### src/rtl/mat_pkg.sv
package mat_pkg;

    localparam int DEF_CHANNELS = 8;

    // Events reported per channel pass; later expiries still update state.
    localparam int MAX_EVENTS = 8;
    localparam int EVW        = $clog2(MAX_EVENTS + 1);

    localparam logic [2:0] FN_TICK   = 3'd0;
    localparam logic [2:0] FN_PROC   = 3'd1;
    localparam logic [2:0] FN_TNP    = 3'd2;
    localparam logic [2:0] FN_CREATE = 3'd3;
    localparam logic [2:0] FN_DELETE = 3'd4;
    localparam logic [2:0] FN_START  = 3'd5;
    localparam logic [2:0] FN_STOP   = 3'd6;

    localparam logic [1:0] ST_OK       = 2'd0;
    localparam logic [1:0] ST_NOTFOUND = 2'd1;
    localparam logic [1:0] ST_RANGE    = 2'd2;
    localparam logic [1:0] ST_FULL     = 2'd3;

    localparam logic KIND_STATUS = 1'b0;
    localparam logic KIND_EVENT  = 1'b1;

    typedef struct packed {
        logic [2:0]  func;
        logic [7:0]  channel;
        logic [31:0] alarm_value;
        logic        single_shot;
        logic        has_callback;
    } t_in;

    typedef struct packed {
        logic       kind;
        logic [2:0] fired_channel;
        logic [1:0] status;
        logic       any_active;
        logic [2:0] assigned_channel;
        logic       last;
    } t_out;

endpackage

### src/rtl/multichannel_alarm_timer.sv
// Bank of CHANNELS software timer channels driven by one command stream.
// Input channel: i_in_valid / o_in_ready carry one command (tick, process,
// tick_and_process, create, delete, start, stop) per transfer.
// Output channel: o_out_valid / i_out_ready carry result items. Every command
// ends with exactly one status result marked last; a process pass first
// sends one event per expired channel with a callback, up to MAX_EVENTS, in channel order.
// Sequencing: a tick or process command walks the channels one at a time
// through the shared counter/compare unit, a memory read state and then an
// update and write-back state per channel. A create scans the used flags
// one per cycle, or goes straight to its status result when the slot count
// is already at its limit. Delete, start and stop pass through one command
// state before their status result. The block takes one command at a time;
// o_in_ready is high only while no command is in progress.
// A stalled receiver holds the walk on the channel whose event cannot be
// delivered; the finished status result waits in the output register while
// the next command can already be accepted.
// Reset clears all channel flags, the slot count and the output valid flag.
module multichannel_alarm_timer #(
    parameter int CHANNELS = mat_pkg::DEF_CHANNELS
) (
    input  logic           i_clk,
    input  logic           i_rst_n,
    input  logic           i_in_valid,
    output logic           o_in_ready,
    input  mat_pkg::t_in   i_in_data,
    output logic           o_out_valid,
    input  logic           i_out_ready,
    output mat_pkg::t_out  o_out_data
);
    import mat_pkg::*;

    localparam int IW = (CHANNELS > 1) ? $clog2(CHANNELS) : 1;
    localparam int CW = $clog2(CHANNELS + 1);
    localparam logic [IW-1:0] LAST_IDX = IW'(CHANNELS - 1);

    localparam logic [2:0] S_IDLE   = 3'd0;
    localparam logic [2:0] S_CMD    = 3'd1;
    localparam logic [2:0] S_SEARCH = 3'd2;
    localparam logic [2:0] S_RD     = 3'd3;
    localparam logic [2:0] S_EX     = 3'd4;
    localparam logic [2:0] S_RES    = 3'd5;

    logic [2:0]          r_state, n_state;
    logic [2:0]          r_func, n_func;
    logic [7:0]          r_chan, n_chan;
    logic [31:0]         r_alarm, n_alarm;
    logic                r_single, n_single;
    logic                r_notify, n_notify;
    logic [IW-1:0]       r_idx, n_idx;
    logic                r_any, n_any;
    logic [EVW-1:0]      r_nev, n_nev;
    logic [1:0]          r_status, n_status;
    logic [2:0]          r_asg, n_asg;
    logic [CHANNELS-1:0] r_used, n_used;
    logic [CHANNELS-1:0] r_run, n_run;
    logic [CHANNELS-1:0] r_oneshot, n_oneshot;
    logic [CHANNELS-1:0] r_cbk, n_cbk;
    logic [CW-1:0]       r_inuse, n_inuse;
    logic                r_ov, n_ov;
    t_out                r_od, n_od;

    // Channel value and alarm stores, one entry per channel.
    logic [31:0]         r_cnt_mem [CHANNELS];
    logic [31:0]         r_alm_mem [CHANNELS];
    logic [31:0]         r_cnt_rd;
    logic [31:0]         r_alm_rd;
    logic                mem_we_cnt;
    logic                mem_we_alm;
    logic [IW-1:0]       mem_wa;
    logic [31:0]         mem_wd_cnt;

    logic                out_free;
    logic                chan_ok;
    logic [IW-1:0]       chan_idx;
    logic                active;
    logic                do_tick;
    logic                do_chk;
    logic [31:0]         cnt_t;
    logic                expired;
    logic                report;

    assign o_in_ready  = (r_state == S_IDLE);
    assign o_out_valid = r_ov;
    assign o_out_data  = r_od;

    assign out_free = !r_ov || i_out_ready;
    assign chan_ok  = (r_chan < 8'(CHANNELS));
    assign chan_idx = r_chan[IW-1:0];

    // Shared per-channel update unit: one channel's value and alarm per step.
    assign active  = r_used[r_idx] && r_run[r_idx];
    assign do_tick = (r_func != FN_PROC);
    assign do_chk  = (r_func != FN_TICK);
    assign cnt_t   = do_tick ? (r_cnt_rd + 32'd1) : r_cnt_rd;
    assign expired = active && do_chk && (r_alm_rd != 32'd0) && (cnt_t >= r_alm_rd);
    assign report  = expired && r_cbk[r_idx] && (r_nev < EVW'(MAX_EVENTS));

    always_comb begin
        n_state    = r_state;
        n_func     = r_func;
        n_chan     = r_chan;
        n_alarm    = r_alarm;
        n_single   = r_single;
        n_notify   = r_notify;
        n_idx      = r_idx;
        n_any      = r_any;
        n_nev      = r_nev;
        n_status   = r_status;
        n_asg      = r_asg;
        n_used     = r_used;
        n_run      = r_run;
        n_oneshot  = r_oneshot;
        n_cbk      = r_cbk;
        n_inuse    = r_inuse;
        n_ov       = r_ov;
        n_od       = r_od;
        mem_we_cnt = 1'b0;
        mem_we_alm = 1'b0;
        mem_wa     = r_idx;
        mem_wd_cnt = 32'd0;

        if (r_ov && i_out_ready) begin
            n_ov = 1'b0;
        end

        case (r_state)
            S_IDLE: begin
                if (i_in_valid) begin
                    n_func   = i_in_data.func;
                    n_chan   = i_in_data.channel;
                    n_alarm  = i_in_data.alarm_value;
                    n_single = i_in_data.single_shot;
                    n_notify = i_in_data.has_callback;
                    n_idx    = '0;
                    n_any    = 1'b0;
                    n_nev    = '0;
                    n_status = ST_OK;
                    n_asg    = 3'd0;
                    case (i_in_data.func)
                        FN_TICK, FN_PROC, FN_TNP: begin
                            n_state = S_RD;
                        end
                        FN_CREATE: begin
                            if (r_inuse >= CW'(CHANNELS)) begin
                                n_status = ST_FULL;
                                n_state  = S_RES;
                            end else begin
                                // The count rises even if the scan finds no free slot.
                                n_inuse = r_inuse + CW'(1);
                                n_state = S_SEARCH;
                            end
                        end
                        default: begin
                            n_state = S_CMD;
                        end
                    endcase
                end
            end
            S_CMD: begin
                case (r_func)
                    FN_DELETE: begin
                        if (!chan_ok) begin
                            n_status = ST_RANGE;
                        end else begin
                            n_run[chan_idx]  = 1'b0;
                            n_used[chan_idx] = 1'b0;
                            if (r_inuse != '0) begin
                                n_inuse = r_inuse - CW'(1);
                            end
                        end
                    end
                    FN_START: begin
                        if (!chan_ok) begin
                            n_status = ST_RANGE;
                        end else if (r_used[chan_idx]) begin
                            mem_we_cnt      = 1'b1;
                            mem_wa          = chan_idx;
                            n_run[chan_idx] = 1'b1;
                        end else begin
                            n_status = ST_NOTFOUND;
                        end
                    end
                    FN_STOP: begin
                        if (!chan_ok) begin
                            n_status = ST_RANGE;
                        end else if (r_used[chan_idx]) begin
                            n_run[chan_idx] = 1'b0;
                        end else begin
                            n_status = ST_NOTFOUND;
                        end
                    end
                    default: begin
                    end
                endcase
                n_state = S_RES;
            end
            S_SEARCH: begin
                if (!r_used[r_idx]) begin
                    n_used[r_idx]    = 1'b1;
                    n_run[r_idx]     = 1'b0;
                    n_oneshot[r_idx] = r_single;
                    n_cbk[r_idx]     = r_notify;
                    mem_we_cnt       = 1'b1;
                    mem_we_alm       = 1'b1;
                    n_asg            = 3'(r_idx);
                    n_status         = ST_OK;
                    n_state          = S_RES;
                end else if (r_idx == LAST_IDX) begin
                    n_status = ST_FULL;
                    n_state  = S_RES;
                end else begin
                    n_idx = r_idx + IW'(1);
                end
            end
            S_RD: begin
                n_state = S_EX;
            end
            S_EX: begin
                // Hold on this channel while an event cannot enter the output register.
                if (!report || out_free) begin
                    if (active) begin
                        n_any      = 1'b1;
                        mem_we_cnt = 1'b1;
                        mem_wd_cnt = (expired && r_cbk[r_idx]) ? 32'd0 : cnt_t;
                    end
                    if (expired && r_oneshot[r_idx]) begin
                        n_run[r_idx] = 1'b0;
                    end
                    if (report) begin
                        n_ov                  = 1'b1;
                        n_od.kind             = KIND_EVENT;
                        n_od.fired_channel    = 3'(r_idx);
                        n_od.status           = ST_OK;
                        n_od.any_active       = 1'b0;
                        n_od.assigned_channel = 3'd0;
                        n_od.last             = 1'b0;
                        n_nev                 = r_nev + EVW'(1);
                    end
                    if (r_idx == LAST_IDX) begin
                        n_state = S_RES;
                    end else begin
                        n_idx   = r_idx + IW'(1);
                        n_state = S_RD;
                    end
                end
            end
            S_RES: begin
                if (out_free) begin
                    n_ov                  = 1'b1;
                    n_od.kind             = KIND_STATUS;
                    n_od.fired_channel    = 3'd0;
                    n_od.status           = r_status;
                    n_od.any_active       = ((r_func == FN_PROC) || (r_func == FN_TNP))
                                            ? r_any : 1'b0;
                    n_od.assigned_channel = r_asg;
                    n_od.last             = 1'b1;
                    n_state               = S_IDLE;
                end
            end
            default: begin
                n_state = S_IDLE;
            end
        endcase
    end

    always_ff @(posedge i_clk) begin
        if (!i_rst_n) begin
            r_state   <= S_IDLE;
            r_used    <= '0;
            r_run     <= '0;
            r_oneshot <= '0;
            r_cbk     <= '0;
            r_inuse   <= '0;
            r_ov      <= 1'b0;
            r_idx     <= '0;
            r_any     <= 1'b0;
            r_nev     <= '0;
        end else begin
            r_state   <= n_state;
            r_used    <= n_used;
            r_run     <= n_run;
            r_oneshot <= n_oneshot;
            r_cbk     <= n_cbk;
            r_inuse   <= n_inuse;
            r_ov      <= n_ov;
            r_idx     <= n_idx;
            r_any     <= n_any;
            r_nev     <= n_nev;
        end
    end

    always_ff @(posedge i_clk) begin
        r_func   <= n_func;
        r_chan   <= n_chan;
        r_alarm  <= n_alarm;
        r_single <= n_single;
        r_notify <= n_notify;
        r_status <= n_status;
        r_asg    <= n_asg;
        r_od     <= n_od;
    end

    // A channel's entries are always written by create or start before the
    // walk can see that channel running, so the stores need no clearing.
    always_ff @(posedge i_clk) begin
        if (mem_we_cnt) begin
            r_cnt_mem[mem_wa] <= mem_wd_cnt;
        end
        if (mem_we_alm) begin
            r_alm_mem[mem_wa] <= r_alarm;
        end
        r_cnt_rd <= r_cnt_mem[r_idx];
        r_alm_rd <= r_alm_mem[r_idx];
    end

endmodule

### config.mk
export PLATFORM = sky130hd
export DESIGN_NAME = multichannel_alarm_timer
export DESIGN_NICKNAME = d
export VERILOG_FILES = /design/src/rtl/mat_pkg.sv /design/src/rtl/multichannel_alarm_timer.sv
export SDC_FILE = /design/constraint.sdc
export NUM_CORES = 1
export LEC_CHECK = 0
export BUFFER_PORTS_ARGS = -buffer_cell sky130_fd_sc_hd__buf_4
export CORE_MARGIN = 5
export CORE_UTILIZATION = 45
export CTS_CLUSTER_DIAMETER = 150
export DETAILED_ROUTE_END_ITERATION = 16
export GPL_ROUTABILITY_DRIVEN = 0
export PLACE_DENSITY_LB_ADDON = 0.25
export SLEW_MARGIN = 25
export SYNTH_ARGS = -nofsm -noshare
export SYNTH_HDL_FRONTEND = slang
export SYNTH_SLANG_ARGS = --single-unit
### constraint.sdc
create_clock -name i_clk -period 10.45 [get_ports i_clk]
set_input_delay 2.09 -clock i_clk [delete_from_list [all_inputs] [get_ports i_clk]]
set_output_delay 2.09 -clock i_clk [all_outputs]
set_load 0.01 [all_outputs]
==> impl_metrics.json, run 1 <==
{
  "netlist_top_cells_area": "edfxtp_1, dfxtp_1, a22oi_1",
  "cp-start-kind": "register",
  "crit_required_ns": 10.66,
  "max_freq_mhz": 188,
  "nNetsFinal": 1911,
  "core.rowCount": 88,
  "grt_pass1_wl_mm": 94.7,
  "syn_to_final_growth_pct": 14.0,
  "clock_skew_ns": 0.0345,
  "setup_tns_ns": 0,
  "seq_area_frac_synth_pct": 73.8,
  "maxCapViolations": 0,
  "min_period_over_period_pct": 50.8,
  "clock_latency_ns": 0.61,
  "routedWlPerCell_microns": 23.7,
  "post_cts_buffers": 0,
  "first_iter_violations": 1454,
  "cts_root_buf": "clkbuf_16",
  "track_usage_pct": 19.4,
  "leakage_nw": 10.5,
  "worst_hold_path_type": "reg2reg",
  "netlist_area_sq_mm": 0.0264,
  "grt_max_degree": 65,
  "setup.worst_path.class": "reg2reg",
  "layout-drive-gt1-share_pct": 13.0,
  "antenna_found_initial": 1,
  "core_sq_mm": 0.0579,
  "postSynthCellCount": 1744,
  "vias": 15600,
  "via_per_inst": 5.88,
  "ys_ff_latch": 685,
  "synth_top_area_cell": "edfxtp_1",
  "finalPower_w": 0.00599,
  "path_clk_slew_ns": 0.06,
  "synth_commonest_cells": "edfxtp_1, a22oi_1, dfxtp_1",
  "power_density_mw_per_mm2": 199,
  "diodes": 0,
  "rsz0062_at_grt": "no",
  "clk_path_buf_depth": 3,
  "drt_wl_total_mm": 62.8,
  "initial_utilization_pct": 45.5,
  "tritoncts": "done",
  "die_area_sq_mm": 0.0635,
  "yosysWarnings": 0,
  "max-vdd-ir-drop_uv": 141,
  "synth_nets": 1832,
  "num_io_pins": 62,
  "port_buffers": 61,
  "drc_errors": 0,
  "min_period_ns": 5.31,
  "firstDrtPassIters": 5,
  "status": "finished clean",
  "critPathArrivalTime_ns": 5.52,
  "die_x_microns": 252,
  "tightest_slew_ns": 1.10,
  "crit_path_max_fanout": 32,
  "grt_pass1_vias": 15600,
  "synth_flop_cell": "edfxtp_1",
  "synth_edf_count": 573,
  "async_reset_ff_share_pct": 0,
  "yosysMostFrequentCell": "edfxtp_1",
  "ys_types": 73,
  "post_cts_resized": 0,
  "synth_top_cell_area_share_pct": 65.3,
  "slew_violations": 0,
  "slew_headroom_pct": 26.9,
  "grt-ovfl-total": 0,
  "h-tree-depth": 3,
  "numCtsBuffers": 71,
  "hold_violations": 0,
  "hold_ws_ns": 0.450,
  "synth.avg_cell_area_sq_um": 15.1,
  "postRouteAntennaNets": 0,
  "die_h_microns": 252,
  "clock-sinks": 685,
  "dpl.hpwl_mm": 34.9,
  "setup_viol": 0,
  "ctsHoldBuffers": 0,
  "end_kind": "register"
}
==> stage by stage <==
step / setup WS [ns] / instance area, sq um / util, % / cells
global placement: 5.29 / 27800 / 48.0 / 2515
detailed placement: 5.16 / 27800 / 48.0 / 2515
CTS: 5.14 / 30000 / 51.9 / 2647
floorplan: 4.29 / 26400 / - / 1744
finish: 5.14 / 30000 / 51.9 / 2647
global route: 4.74 / 30000 / 51.9 / 2647
==> per-layer routing <==
| metal | share of wire, % | wire, microns | vias to the layer above | GRT usage [%] |
|---|---|---|---|---|
| met2 | 48 | 29900 | 605 | 31.4 |
| met1 | 43 | 27200 | 7789 | 27.4 |
| met5 | 0.021 | 13 | - | 0 |
| li1 | - | - | 7070 | - |
| met4 | 2.0 | 1270 | 2 | 5.65 |
| met3 | 7.1 | 4440 | 97 | 3.21 |
==> flip-flops by register name, summed over array words and instances, names as in the netlist, named ones only <==
signal and count:
r_chan 8, r_any 1, r_alarm 32, r_notify 1, r_alm_rd 32, r_asg 3, r_cnt_mem 256, r_inuse 4
r_state 3, r_status 2, r_alm_mem 256, r_oneshot 8, o_out_data 11, r_used 8, r_cnt_rd 32, o_out_valid 1
r_single 1, r_nev 4, r_cbk 8, r_idx 3, r_func 3
==> cell usage in the layout (no fill, tap or decap), drive strengths merged, types with 6 or more instances in the layout <==
cell / instances
edfxtp: 573
a22oi: 257
dfxtp: 112
clkbuf: 104
buf: 92
nand2: 91
nand4: 79
nor2: 60
inv: 55
o21ai: 40
nor2b: 38
ha: 38
a21oi: 36
nand3: 31
mux2i: 29
nor3: 27
clkinv: 23
xor2: 18
xnor2: 18
nor4: 13
a21boi: 12
a221oi: 11
and3: 10
and2: 10
a211oi: 9
nand2b: 6
mux2: 6
==> logic make-up after synthesis <==
| family | Yosys count | share of synthesized area, % |
|---|---|---|
| xor gates and xnor gates | 36 | 1.20 |
| buffers and inverters | 139 | 2.11 |
| muxes | 38 | 1.61 |
| DFF | 685 | 73.8 |
| and+or+nand+nor | 398 | 8.07 |
| adders and majority gates | 39 | 1.88 |
| AOI/OAI and AO/OA | 409 | 11.4 |
==> critical path, stage by stage (launching register included) <==
cell	delay, ns
edfxtp_1	0.48
or3b_1	0.37
nand4_1	0.32
nor4_1	0.53
nand2_1	0.20
nor2_1	0.19
xor2_1	0.26
ha_1	0.30
a21o_1	0.18
a21o_1	0.16
a221oi_1	0.27
o21ai_1	0.24
o21ai_1	0.38
a31oi_1	0.38
nor2_4	0.16
buf_4	0.50
==> worst paths after layout <==
kind	slack, ns	cells after the start	to	start
worst max-delay path	5.14	15	r_cnt_mem[0][31]	r_func[0]
worst min-delay path	0.45	2	r_cbk[0]	r_cbk[0]
worst max register to register	5.14	15	r_cnt_mem[0][31]	r_func[0]
worst min register to register	0.45	2	r_cbk[0]	r_cbk[0]
==> power breakdown <==
| part | internal, W | switching [W] | total (W) |
|---|---|---|---|
| sequential | 0.00307 | 0.000104 | 0.00317 |
| clock | 0.00136 | 0.00102 | 0.00238 |
| combinational | 0.000158 | 0.000276 | 0.000434 |
| total | 0.00459 | 0.00140 | 0.00599 |
==> area by class of cell <==
| cell class | instances | area (sq um) |
|---|---|---|
| fill | 4750 | 27900 |
| inverter | 53 | 199 |
| tap | 765 | 957 |
| sequential | 685 | 19400 |
| multi-input combinational | 920 | 6520 |
| timing repair buffer | 92 | 691 |
| clock inverter | 28 | 200 |
| clock buffer | 104 | 2030 |
(Power assumes the default switching activity.)
==> run 2, diff against run 1 <==
==> constraint.sdc (replaced) <==
create_clock -name i_clk -period 5.25 [get_ports i_clk]
set_input_delay 1.05 -clock i_clk [delete_from_list [all_inputs] [get_ports i_clk]]
set_output_delay 1.05 -clock i_clk [all_outputs]
set_load 0.01 [all_outputs]
==> run 2 against run 1 <==
Effect of this change: register-to-register slack got worse by 4.7 ns; clock power increased by 100%; worst hold slack better by 0.0066 ns; die area did not move; via count grew 0.12%; wire length is 1.9% higher; non-clock buffer count increased by 13; largest power group unchanged.
==> impl_metrics.json, run 2 (synthesis results as in run 1) <==
{
  "grt_pass1_vias": 15600,
  "initial_utilization_pct": 45.5,
  "tritoncts": "done",
  "rsz0062_at_grt": "no",
  "grt_pass1_wl_mm": 96.6,
  "min_period_ns": 4.76,
  "crit-reg2reg-launch": "r_func[0]",
  "crit_path_frequent_cell": "nand4_1",
  "critPathArrivalTime_ns": 5.02,
  "largestRegisters": "r_alm_mem (256), r_cnt_mem (256)",
  "cp-start-kind": "register",
  "vias": 15600,
  "layout-drive-gt1-share_pct": 13.2,
  "diodes": 0,
  "max_freq_mhz": 210,
  "path_buf_inv": 0,
  "leakage_nw": 10.7,
  "h-tree-depth": 3,
  "crit_required_ns": 5.51,
  "nNetsFinal": 1921,
  "clk_path_buf_depth": 3,
  "hold_violations": 0,
  "setup.worst_path.class": "reg2reg",
  "port_buffers": 61,
  "tightest_slew_ns": 1.10,
  "cts_root_buf": "clkbuf_16",
  "finalPower_w": 0.0121,
  "crit_chain": "or3b_1 -> nand4_1 -> nor2_1 -> nand4_1 -> xnor2_1 -> ha_1 -> and4_1 -> o211ai_1 -> o32a_1 -> a21oi_1 -> o21ai_2 -> o21ai_4 -> nor2b_1",
  "die_h_microns": 252,
  "final_common_cell": "edfxtp_1",
  "postRouteAntennaNets": 0,
  "maxCapViolations": 0,
  "end_kind": "register",
  "dpl.hpwl_mm": 35.0,
  "core.rowCount": 88,
  "drc_errors": 0,
  "ctsHoldBuffers": 0,
  "clock_latency_ns": 0.61,
  "antenna_found_initial": 1,
  "post_cts_resized": 0,
  "firstDrtPassIters": 6,
  "post_cts_buffers": 0,
  "power_density_mw_per_mm2": 398,
  "hp-start": "r_cbk[0]",
  "max-vdd-ir-drop_uv": 324,
  "path_clk_slew_ns": 0.06,
  "status": "finished clean",
  "crit_family": "simple AND/OR/NAND/NOR gates",
  "syn_to_final_growth_pct": 14.9,
  "grt_max_degree": 65,
  "die_area_sq_mm": 0.0635,
  "hold_ws_ns": 0.456,
  "grt-ovfl-total": 0,
  "worst_hold_path_type": "reg2reg",
  "mostFrequentLayoutCells": "edfxtp_1, a22oi_1, dfxtp_1",
  "setup_viol": 0,
  "num_io_pins": 62,
  "clock_skew_ns": 0.0309,
  "cp_slowest_stage_delay_ns": 0.81,
  "cpMaxStageDelayCell": "o21ai_4",
  "drt_wl_total_mm": 64.0,
  "die_x_microns": 252,
  "crit_path_max_fanout": 29,
  "slew_headroom_pct": 26.9,
  "cp-startpoint": "r_func[0]",
  "via_per_inst": 5.88,
  "clock-sinks": 685,
  "min_period_over_period_pct": 90.7,
  "numCtsBuffers": 68,
  "first_iter_violations": 1270,
  "track_usage_pct": 19.8,
  "core_sq_mm": 0.0579,
  "routedWlPerCell_microns": 24.1,
  "slew_violations": 0
}
[run 2: cell count changes in the layout (fill, tap and decap cells not counted), moves of 2 or more]
cell,delta
a21oi_1,+2
a21oi_2,-2
buf_12,+12
bufinv_16,+6
clkbuf_16,-4
clkbuf_8,-4
clkinv_1,-3
clkinv_2,-3
clkinv_8,+2
clkinvlp_4,-2
[run 2: through the flow]
| stage | utilization, % | setup WS [ns] | instance area [sq um] | cells | setup TNS (ns) |
|---|---|---|---|---|---|
| after CTS | 52.3 | 0.422 | 30300 | 2652 | 0 |
| after global routing | 52.3 | 0.0781 | 30300 | 2652 | 0 |
| after global placement | 48.4 | 0.488 | 28000 | 2528 | 0 |
| after detailed placement | 48.4 | 0.415 | 28000 | 2528 | 0 |
| final | 52.3 | 0.489 | 30300 | 2652 | 0 |
| after floorplan | - | -0.872 | 26400 | 1744 | -83.75 |
[run 2: worst reg2reg max path, cell delays in order (launching register included)]
cell and delay [ns]:
edfxtp_1 0.38, or3b_1 0.35, nand4_1 0.30, nor2_1 0.46
nand4_1 0.18, xnor2_1 0.17, ha_1 0.30, and4_1 0.24
o211ai_1 0.10, o32a_1 0.36, a21oi_1 0.32, o21ai_2 0.12
o21ai_4 0.81, nor2b_1 0.34
[run 2: power breakdown]
group / internal (W) / switching [W]
clock network: 0.00283 / 0.00203
logic: 0.000332 / 0.000559
registers: 0.00611 / 0.000202
total: 0.00927 / 0.00279
[run 2: layout make-up]
type,count,area (sq um)
clock buffer,95,1870
sequential,685,19400
tap,765,957
fill,4804,27600
inverter,53,199
clock inverter,29,378
timing repair buffer,105,938
multi-input combinational,920,6500
[run 2: path summary, 6_finish.rpt]
path                      end  slack, ns  cells after the start
max reg2reg  r_cnt_mem[6][19]       0.49                     13
max          r_cnt_mem[6][19]       0.49                     13
min reg2reg          r_cbk[0]       0.46                      2
min                  r_cbk[0]       0.46                      2
[run 2: layer usage]
layer,vias up,wire length (microns),share of wire [%],GRT usage [%]
met2,539,30500,48,31.4
met1,7860,28000,44,28.6
li1,7087,-,-,-
met3,93,4190,6.5,3.31
met5,-,7,0.011,0
met4,2,1330,2.1,5.94
